--- config.mk ---
export PLATFORM = sky130hd
export DESIGN_NAME = framed_packet_receiver_crc16
export DESIGN_NICKNAME = d
export VERILOG_FILES = /design/src/rtl/fpr_crc16_pkg.sv /design/src/rtl/framed_packet_receiver_crc16.sv
export VERILOG_INCLUDE_DIRS = /design/src /design/src/rtl
export SDC_FILE = /design/constraint.sdc
export NUM_CORES = 1
export LEC_CHECK = 0
export BUFFER_PORTS_ARGS = -buffer_cell sky130_fd_sc_hd__buf_2
export CORE_AREA = 2 2 161 163
export DETAILED_ROUTE_END_ITERATION = 12
export DIE_AREA = 0 0 163 165
export GPL_TIMING_DRIVEN = 0
export SLEW_MARGIN = 20
export SYNTH_ARGS = -nofsm -noshare
export SYNTH_HDL_FRONTEND = slang
export SYNTH_SLANG_ARGS = --single-unit
--- constraint.sdc ---
create_clock -name clk_i -period 6.99 [get_ports clk_i]
set_input_delay 0 -clock clk_i [delete_from_list [all_inputs] [get_ports clk_i]]
set_output_delay 0 -clock clk_i [all_outputs]
set_load 0.01 [all_outputs]
--- src/rtl/framed_packet_receiver_crc16_macros.svh ---
// Assertion macros for the framed packet receiver.
// Each use expects clk_i and rst_ni in scope; no other dependencies.
`ifndef FRAMED_PACKET_RECEIVER_CRC16_MACROS_SVH
`define FRAMED_PACKET_RECEIVER_CRC16_MACROS_SVH

// same-cycle implication
`define FPR_ASSERT_NOW(lbl, ante, cons, msg) \
  lbl: assert property (@(posedge clk_i) disable iff (!rst_ni) (ante) |-> (cons)) \
    else $error(msg);

// next-cycle implication
`define FPR_ASSERT_NEXT(lbl, ante, cons, msg) \
  lbl: assert property (@(posedge clk_i) disable iff (!rst_ni) (ante) |=> (cons)) \
    else $error(msg);

`endif

--- src/rtl/fpr_crc16_pkg.sv ---
// Package for the framed packet receiver: word types, codes, reset values
// and the byte-wise CRC-16/XModem update. No dependencies.
`timescale 1ns / 1ps

package fpr_crc16_pkg;

  localparam int unsigned AddrWidth = 4;
  localparam int unsigned DataWidth = 32;

  localparam logic [1:0] REG_START_BYTE    = 2'd0;
  localparam logic [1:0] REG_SIZE_LIMIT    = 2'd1;
  localparam logic [1:0] REG_TIMEOUT_TICKS = 2'd2;

  localparam logic [7:0]  START_BYTE_RST    = 8'h00;
  localparam logic [15:0] SIZE_LIMIT_RST    = 16'd1788;
  localparam logic [15:0] TIMEOUT_TICKS_RST = 16'd500;

  localparam logic CMD_BYTE = 1'b0;
  localparam logic CMD_TICK = 1'b1;

  localparam logic KIND_DATA   = 1'b0;
  localparam logic KIND_REPORT = 1'b1;

  localparam logic [2:0] ST_OK        = 3'd0;
  localparam logic [2:0] ST_CRC       = 3'd1;
  localparam logic [2:0] ST_SEQ       = 3'd2;
  localparam logic [2:0] ST_TIMEOUT   = 3'd3;
  localparam logic [2:0] ST_LARGE     = 3'd4;
  localparam logic [2:0] ST_KNOCK     = 3'd5;
  localparam logic [2:0] ST_BAD_KNOCK = 3'd6;

  localparam logic [7:0]  KNOCK_CHAR1 = 8'h2A;  // '*'
  localparam logic [7:0]  KNOCK_CHAR2 = 8'h23;  // '#'
  localparam logic [15:0] IDLE_MAX    = 16'hFFFF;

  typedef struct packed {
    logic       cmd;
    logic [7:0] rx_byte;
  } in_word_t;

  typedef struct packed {
    logic        kind;
    logic [7:0]  data;
    logic [2:0]  status;
    logic        ack_request;
    logic [7:0]  ack_sequence;
    logic [15:0] payload_length;
  } out_word_t;

  // CRC-16/XModem (poly 0x1021), one byte, table-free form
  function automatic logic [15:0] crc16_byte(logic [15:0] crc, logic [7:0] d);
    logic [15:0] c;
    c      = {crc[7:0], crc[15:8]};
    c[7:0] = c[7:0] ^ d;
    c      = c ^ {12'h000, c[7:4]};
    c      = c ^ {c[3:0], 12'h000};
    c      = c ^ {3'b000, c[7:0], 5'b00000};
    return c;
  endfunction

endpackage

--- src/rtl/framed_packet_receiver_crc16.sv ---
// Framed packet receiver: start-byte hunt, size/knock/sequence parsing,
// CRC-16/XModem check and timeout. Depends on fpr_crc16_pkg and the
// assertion macros header.
//
// Each accepted input word (a received byte or a time tick) yields zero or
// one result word. It takes one word per clock cycle while in_ready_o is
// high; a word's result appears in the output register on the next cycle.
// in_ready_o is high whenever the output register is empty or is drained
// in that same cycle, so a stalled consumer holds at most one pending
// result. Data bytes of a frame are passed on as they arrive; each frame
// ends with one report word carrying status, ACK request, ACK sequence
// and payload length. Registers (APB, 4-byte stride): 0 start_byte,
// 1 size_limit, 2 timeout_ticks; write them only while the block is idle.
`timescale 1ns / 1ps
`include "framed_packet_receiver_crc16_macros.svh"

module framed_packet_receiver_crc16
  import fpr_crc16_pkg::*;
(
  input  logic                 clk_i,
  input  logic                 rst_ni,
  input  logic                 in_valid_i,
  output logic                 in_ready_o,
  input  in_word_t             in_word_i,
  output logic                 out_valid_o,
  input  logic                 out_ready_i,
  output out_word_t            out_word_o,
  input  logic                 psel,
  input  logic                 penable,
  input  logic                 pwrite,
  input  logic [AddrWidth-1:0] paddr,
  input  logic [DataWidth-1:0] pwdata,
  output logic [DataWidth-1:0] prdata,
  output logic                 pready
);

  typedef enum logic [2:0] {
    PH_HUNT, PH_SIZELO, PH_SIZEHI, PH_KNOCK1, PH_KNOCK2, PH_SEQ, PH_DATA, PH_CRC
  } phase_e;

  phase_e      phase_q, phase_d;
  logic [15:0] offset_q, offset_d;
  logic [15:0] size_q, size_d;
  logic [15:0] crc_q, crc_d;
  logic [7:0]  exp_seq_q, exp_seq_d;
  logic [7:0]  frame_seq_q, frame_seq_d;
  logic [15:0] idle_q, idle_d;

  logic [7:0]  start_byte_q;
  logic [15:0] size_limit_q;
  logic [15:0] timeout_q;

  logic        out_valid_q;
  out_word_t   out_q;

  logic        in_fire, cfg_wr;
  logic [1:0]  reg_idx;
  logic        res_valid, report, ok_fire;
  out_word_t   res;
  logic [2:0]  rep_status;
  logic        rep_ack;
  logic [15:0] rep_len;
  logic [15:0] crc_next, idle_inc, off_inc, size_m1, size_full;

  assign in_ready_o  = !out_valid_q || out_ready_i;
  assign in_fire     = in_valid_i && in_ready_o;
  assign out_valid_o = out_valid_q;
  assign out_word_o  = out_q;

  // configuration port
  assign pready  = 1'b1;
  assign reg_idx = paddr[3:2];
  assign cfg_wr  = psel && penable && pwrite && pready;

  always_comb begin
    unique case (reg_idx)
      REG_START_BYTE:    prdata = {24'h000000, start_byte_q};
      REG_SIZE_LIMIT:    prdata = {16'h0000, size_limit_q};
      REG_TIMEOUT_TICKS: prdata = {16'h0000, timeout_q};
      default:           prdata = '0;
    endcase
  end

  always_comb begin
    crc_next  = crc16_byte(crc_q, in_word_i.rx_byte);
    idle_inc  = (idle_q == IDLE_MAX) ? idle_q : idle_q + 16'd1;
    off_inc   = offset_q + 16'd1;
    size_m1   = size_q - 16'd1;
    size_full = {in_word_i.rx_byte, size_q[7:0]};

    phase_d     = phase_q;
    offset_d    = offset_q;
    size_d      = size_q;
    crc_d       = crc_q;
    exp_seq_d   = exp_seq_q;
    frame_seq_d = frame_seq_q;
    idle_d      = idle_q;

    res_valid  = 1'b0;
    res        = '0;
    report     = 1'b0;
    ok_fire    = 1'b0;
    rep_status = ST_OK;
    rep_ack    = 1'b0;
    rep_len    = '0;

    if (in_fire) begin
      if (in_word_i.cmd == CMD_TICK) begin
        if (phase_q != PH_HUNT && phase_q != PH_SIZELO && phase_q != PH_SIZEHI) begin
          idle_d = idle_inc;
          if (idle_inc >= timeout_q) begin
            report     = 1'b1;
            rep_status = ST_TIMEOUT;
            priority if (phase_q == PH_DATA) rep_len = offset_q;
            else if (phase_q == PH_CRC)      rep_len = size_m1;
            else                             rep_len = '0;
          end
        end
      end else begin
        idle_d = '0;
        unique case (phase_q)
          PH_HUNT: begin
            if (in_word_i.rx_byte == start_byte_q) begin
              phase_d  = PH_SIZELO;
              crc_d    = '0;
              offset_d = '0;
            end
          end
          PH_SIZELO: begin
            crc_d   = crc_next;
            size_d  = {8'h00, in_word_i.rx_byte};
            phase_d = PH_SIZEHI;
          end
          PH_SIZEHI: begin
            crc_d  = crc_next;
            size_d = size_full;
            priority if (size_full == 16'd0) phase_d = PH_KNOCK1;
            else if (size_full > size_limit_q) begin
              report     = 1'b1;
              rep_status = ST_LARGE;
            end else phase_d = PH_SEQ;
          end
          PH_KNOCK1: begin
            if (in_word_i.rx_byte != KNOCK_CHAR1) begin
              report     = 1'b1;
              rep_status = ST_BAD_KNOCK;
            end else phase_d = PH_KNOCK2;
          end
          PH_KNOCK2: begin
            report     = 1'b1;
            rep_status = (in_word_i.rx_byte == KNOCK_CHAR2) ? ST_KNOCK : ST_BAD_KNOCK;
          end
          PH_SEQ: begin
            crc_d       = crc_next;
            frame_seq_d = in_word_i.rx_byte;
            offset_d    = '0;
            phase_d     = (size_q <= 16'd1) ? PH_CRC : PH_DATA;
          end
          PH_DATA: begin
            crc_d    = crc_next;
            offset_d = off_inc;
            if (off_inc >= size_m1) begin
              phase_d  = PH_CRC;
              offset_d = '0;
            end
            res_valid = 1'b1;
            res.kind  = KIND_DATA;
            res.data  = in_word_i.rx_byte;
          end
          PH_CRC: begin
            crc_d = crc_next;
            if (offset_q == 16'd0) begin
              offset_d = 16'd1;
            end else begin
              report  = 1'b1;
              rep_len = size_m1;
              priority if (crc_next != 16'd0) rep_status = ST_CRC;
              else if (frame_seq_q != exp_seq_q) rep_status = ST_SEQ;
              else begin
                rep_status = ST_OK;
                rep_ack    = 1'b1;
                ok_fire    = 1'b1;
                exp_seq_d  = exp_seq_q + 8'd1;
              end
            end
          end
          default: phase_d = PH_HUNT;
        endcase
      end
    end

    if (report) begin
      res_valid          = 1'b1;
      res.kind           = KIND_REPORT;
      res.data           = '0;
      res.status         = rep_status;
      res.ack_request    = rep_ack;
      res.ack_sequence   = exp_seq_q;
      res.payload_length = rep_len;
      phase_d            = PH_HUNT;
      offset_d           = '0;
      idle_d             = '0;
    end
  end

  always_ff @(posedge clk_i or negedge rst_ni) begin
    if (!rst_ni) begin
      phase_q      <= PH_HUNT;
      offset_q     <= '0;
      size_q       <= '0;
      crc_q        <= '0;
      exp_seq_q    <= '0;
      frame_seq_q  <= '0;
      idle_q       <= '0;
      start_byte_q <= START_BYTE_RST;
      size_limit_q <= SIZE_LIMIT_RST;
      timeout_q    <= TIMEOUT_TICKS_RST;
      out_valid_q  <= 1'b0;
    end else begin
      phase_q     <= phase_d;
      offset_q    <= offset_d;
      size_q      <= size_d;
      crc_q       <= crc_d;
      exp_seq_q   <= exp_seq_d;
      frame_seq_q <= frame_seq_d;
      idle_q      <= idle_d;
      if (cfg_wr) begin
        unique case (reg_idx)
          REG_START_BYTE:    start_byte_q <= pwdata[7:0];
          REG_SIZE_LIMIT:    size_limit_q <= pwdata[15:0];
          REG_TIMEOUT_TICKS: timeout_q    <= pwdata[15:0];
          default: ;
        endcase
      end
      if (in_fire) begin
        out_valid_q <= res_valid;
      end else if (out_ready_i) begin
        out_valid_q <= 1'b0;
      end
    end
  end

  always_ff @(posedge clk_i) begin
    if (in_fire && res_valid) begin
      out_q <= res;
    end
  end

  `FPR_ASSERT_NOW(a_ack_only_ok, out_valid_q && out_q.ack_request, out_q.kind == KIND_REPORT && out_q.status == ST_OK, "ack request outside an accepted report")
  `FPR_ASSERT_NOW(a_data_clean, out_valid_q && out_q.kind == KIND_DATA, out_q.status == ST_OK && !out_q.ack_request && out_q.ack_sequence == 8'd0 && out_q.payload_length == 16'd0, "data word carries report fields")
  `FPR_ASSERT_NEXT(a_seq_inc, ok_fire, exp_seq_q == 8'($past(exp_seq_q) + 8'd1), "sequence not advanced after accepted frame")
  `FPR_ASSERT_NOW(a_idle_hunt, phase_q == PH_HUNT || phase_q == PH_SIZELO || phase_q == PH_SIZEHI, idle_q == 16'd0, "idle count running outside a frame")

endmodule

==> impl_metrics.tcl <==
set metrics [dict create \
    synth-edff-count 37 \
    setup_viol 0 \
    cp_slowest_cell "nand2_2" \
    hpwl_um 19300 \
    min_path_type "in -> reg" \
    seq_area_frac_synth_pct 42.9 \
    crit_path_max_fanout 37 \
    fin_hold_ws_ns 0.00557 \
    dp_cells 1461 \
    layout_common_cells "nand2_1 (126), dfrtp_1 (110), buf_2 (91), o21ai_0 (81)" \
    synthDominantCellAreaShare_pct 27.9 \
    ys_ff_latch 161 \
    grt_use_total_pct 20.3 \
    start_util_pct 39.4 \
    cts_setup_buffers 0 \
    fp.dieW_um 163 \
    cts_tree "done" \
    drt-pass1-iter-count 5 \
    min_from "in_word_i[3]" \
    antenna_found_initial 0 \
    dieArea_sq_um 26900 \
    fin_cells 1511 \
    synth_area_per_cell_sq_um 9.60 \
    drtAntennaViolNets 0 \
    route.detailed.drc 0 \
    maxSlewHeadroom_pct 25.2 \
    syn2layout_area_growth_pct 17.9 \
    holdPathEnd "size_q[11]" \
    max_freq_ghz 0.192 \
    fin_nets 1274 \
    ir_drop_mv 0.165 \
    worst_pin_slew_ns 1.12 \
    async_reset_ff_share_pct 77.0 \
    criticalPathCategory "reg -> reg" \
    clock_latency_ns 0.44 \
    final_util_pct 46.5 \
    vias 8010 \
    min_period_ns 5.22 \
    holdPathStages 4 \
    fp-row-count 58 \
    gp_congestion 0.875 \
    cp.required_ns 6.99 \
    first_global_vias 7753 \
    rsz0062_at_grt "false" \
    grt_first_pass_wirelength_um 42500 \
    core_area_sq_um 25000 \
    dieHeight_um 165 \
    cts_buffers 17 \
    p_leak_nw 5.12 \
    synthTopCellsByArea "dfrtp_1 (28%), edfxtp_1 (11%), ha_1 (6.8%)" \
    path_clk_slew_ns 0.08 \
    synth_flop_cell "dfrtp_1" \
    cp_top_family "simple AND/OR/NAND/NOR gates" \
    antennaDiodeCount 0 \
    portBuffers 87 \
    layout_commonest_cell "nand2_1" \
    clockRootBuffer "clkbuf_16" \
    finalSetupTns_ns 0 \
    crit_buf_inv 2 \
    worst_clock_skew_ns 0.0165 \
    io_pins 124 \
    drive_gt1_share_pct 18.3 \
    syn_area_sq_um 9870 \
    cts.path.max_buffers 2 \
    first_iter_violations 563 \
    cap_violations 0 \
    grt_overflow_total 0 \
    htreeDepth 4 \
    synth_top_cell_by_area "dfrtp_1" \
    slew_viol_final 0 \
    worst_ep_arrival_time_ns 5.22 \
    syn_inst 1028 \
    viasPerCell 5.30 \
    synthDistinctLibCells 81 \
    synth-warning-count 0 \
    status "finished, final reports clean" \
    worstPathCellList "ha_1 -> and2_1 -> nand4_1 -> or2_1 -> clkbuf_1 -> nand2_1 -> nor2_1 -> xor2_1 -> ha_1 -> a21oi_1 -> nand2_1 -> nor3_1 -> a211oi_2 -> o311ai_4 -> buf_2 -> nand2_2" \
    cts_num_sinks 161 \
    wl_per_cell_um 17.3 \
    reg2reg_slack_ns 1.77 \
    r2r-end "out_word_o[10]" \
    cp-startpoint "idle_q[0]" \
    grt_max_degree 73 \
    reg2reg_depth 16 \
    period_share_pct 74.6 \
    reg2reg_from "idle_q[0]" \
    p_per_area_nw_per_um2 344 \
    routed_wl_um 26200 \
    finalHoldViolations 0 \
    cpPeakStageDelay_ns 0.51 \
    worst_setup_path_start_kind "flop" \
    end_kind "flop" \
]
## through the flow
step	setup slack, ns	power, W	instance area [sq um]
6_report	1.77	0.00400	11600
5_1_grt	1.32	0.00426	11600
4_1_cts	1.81	0.00400	11600
3_5_place_dp	1.93	0.00299	10800
3_3_place_gp	1.35	0.00295	10800
2_1_floorplan	2.60	0.00253	9920
## flip-flops by register name (all words and copies together) (netlist names)
name,flops
crc_q,16
exp_seq_q,8
frame_seq_q,8
idle_q,16
offset_q,16
out_valid_o,1
out_word_o,37
phase_q,3
size_limit_q,16
size_q,16
start_byte_q,8
timeout_q,16
## tightest hold or removal path, stage by stage
cell and delay (ns):
buf_2 0.11, clkbuf_8 0.17, nand2_1 0.06, o21ai_0 0.06
## layout make-up
| type | count | area (sq um) |
|---|---|---|
| sequential | 161 | 4230 |
| tap | 330 | 413 |
| fill | 2392 | 13400 |
| inverter | 66 | 248 |
| clock buffer | 17 | 425 |
| multi-input combinational | 751 | 5100 |
| buffer | 65 | 342 |
| timing repair buffer | 106 | 653 |
| clock inverter | 15 | 215 |
## logic make-up after synthesis
group | after synthesis | share of synthesized area, %
compound gates | 212 | 14.4
xor+xnor | 85 | 7.89
fa+ha+maj | 54 | 6.85
buf+inv | 131 | 5.97
flops | 161 | 42.9
mux | 37 | 4.08
other cells | 2 | 0.0761
simple gates | 346 | 17.9
## Yosys cell counts, types with 26 or more instances
| master | n |
|---|---|
| and3_1 | 26 |
| clkbuf_1 | 39 |
| ha_1 | 54 |
| a22o_1 | 30 |
| nor2_1 | 64 |
| nand2_1 | 127 |
| inv_1 | 64 |
| edfxtp_1 | 37 |
| a21oi_1 | 33 |
| o21ai_0 | 81 |
| xnor2_1 | 48 |
| xor2_1 | 34 |
| dfrtp_1 | 110 |
## timing repair
| item | CTS | global route |
|---|---|---|
| hold buffers | 18 | 0 |
| setup endpoints to repair | 0 | 0 |
| hold endpoints to repair | 151 | 0 |
| gates resized for setup | 0 | 0 |
## routing by layer
layer / GRT usage, % / wire [um] / vias to the layer above
li1: - / - / 3877
met1: 28.6 / 12300 / 3819
met2: 32.1 / 11900 / 276
met3: 3.06 / 1440 / 38
met4: 6.36 / 490 / 0
met5: 0 / 0 / -
## how the worst max path moves through the flow
| stage | end | slack, ns | cells after the start |
|---|---|---|---|
| global placement | out_word_o[9] | 1.35 | 16 |
| floorplan | out_word_o[0] | 2.60 | 16 |
| CTS | out_word_o[10] | 1.81 | 16 |
| finish | out_word_o[10] | 1.77 | 16 |
| global route | out_word_o[6] | 1.32 | 16 |
| detailed placement | out_word_o[10] | 1.93 | 16 |
## power breakdown
| group | internal [W] | switching [W] |
|---|---|---|
| Sequential | 0.00122 | 0.000206 |
| Combinational | 0.000633 | 0.000942 |
| Clock | 0.000524 | 0.000477 |
| Total | 0.00237 | 0.00162 |
Note: power is estimated with default switching activity, not from simulation.
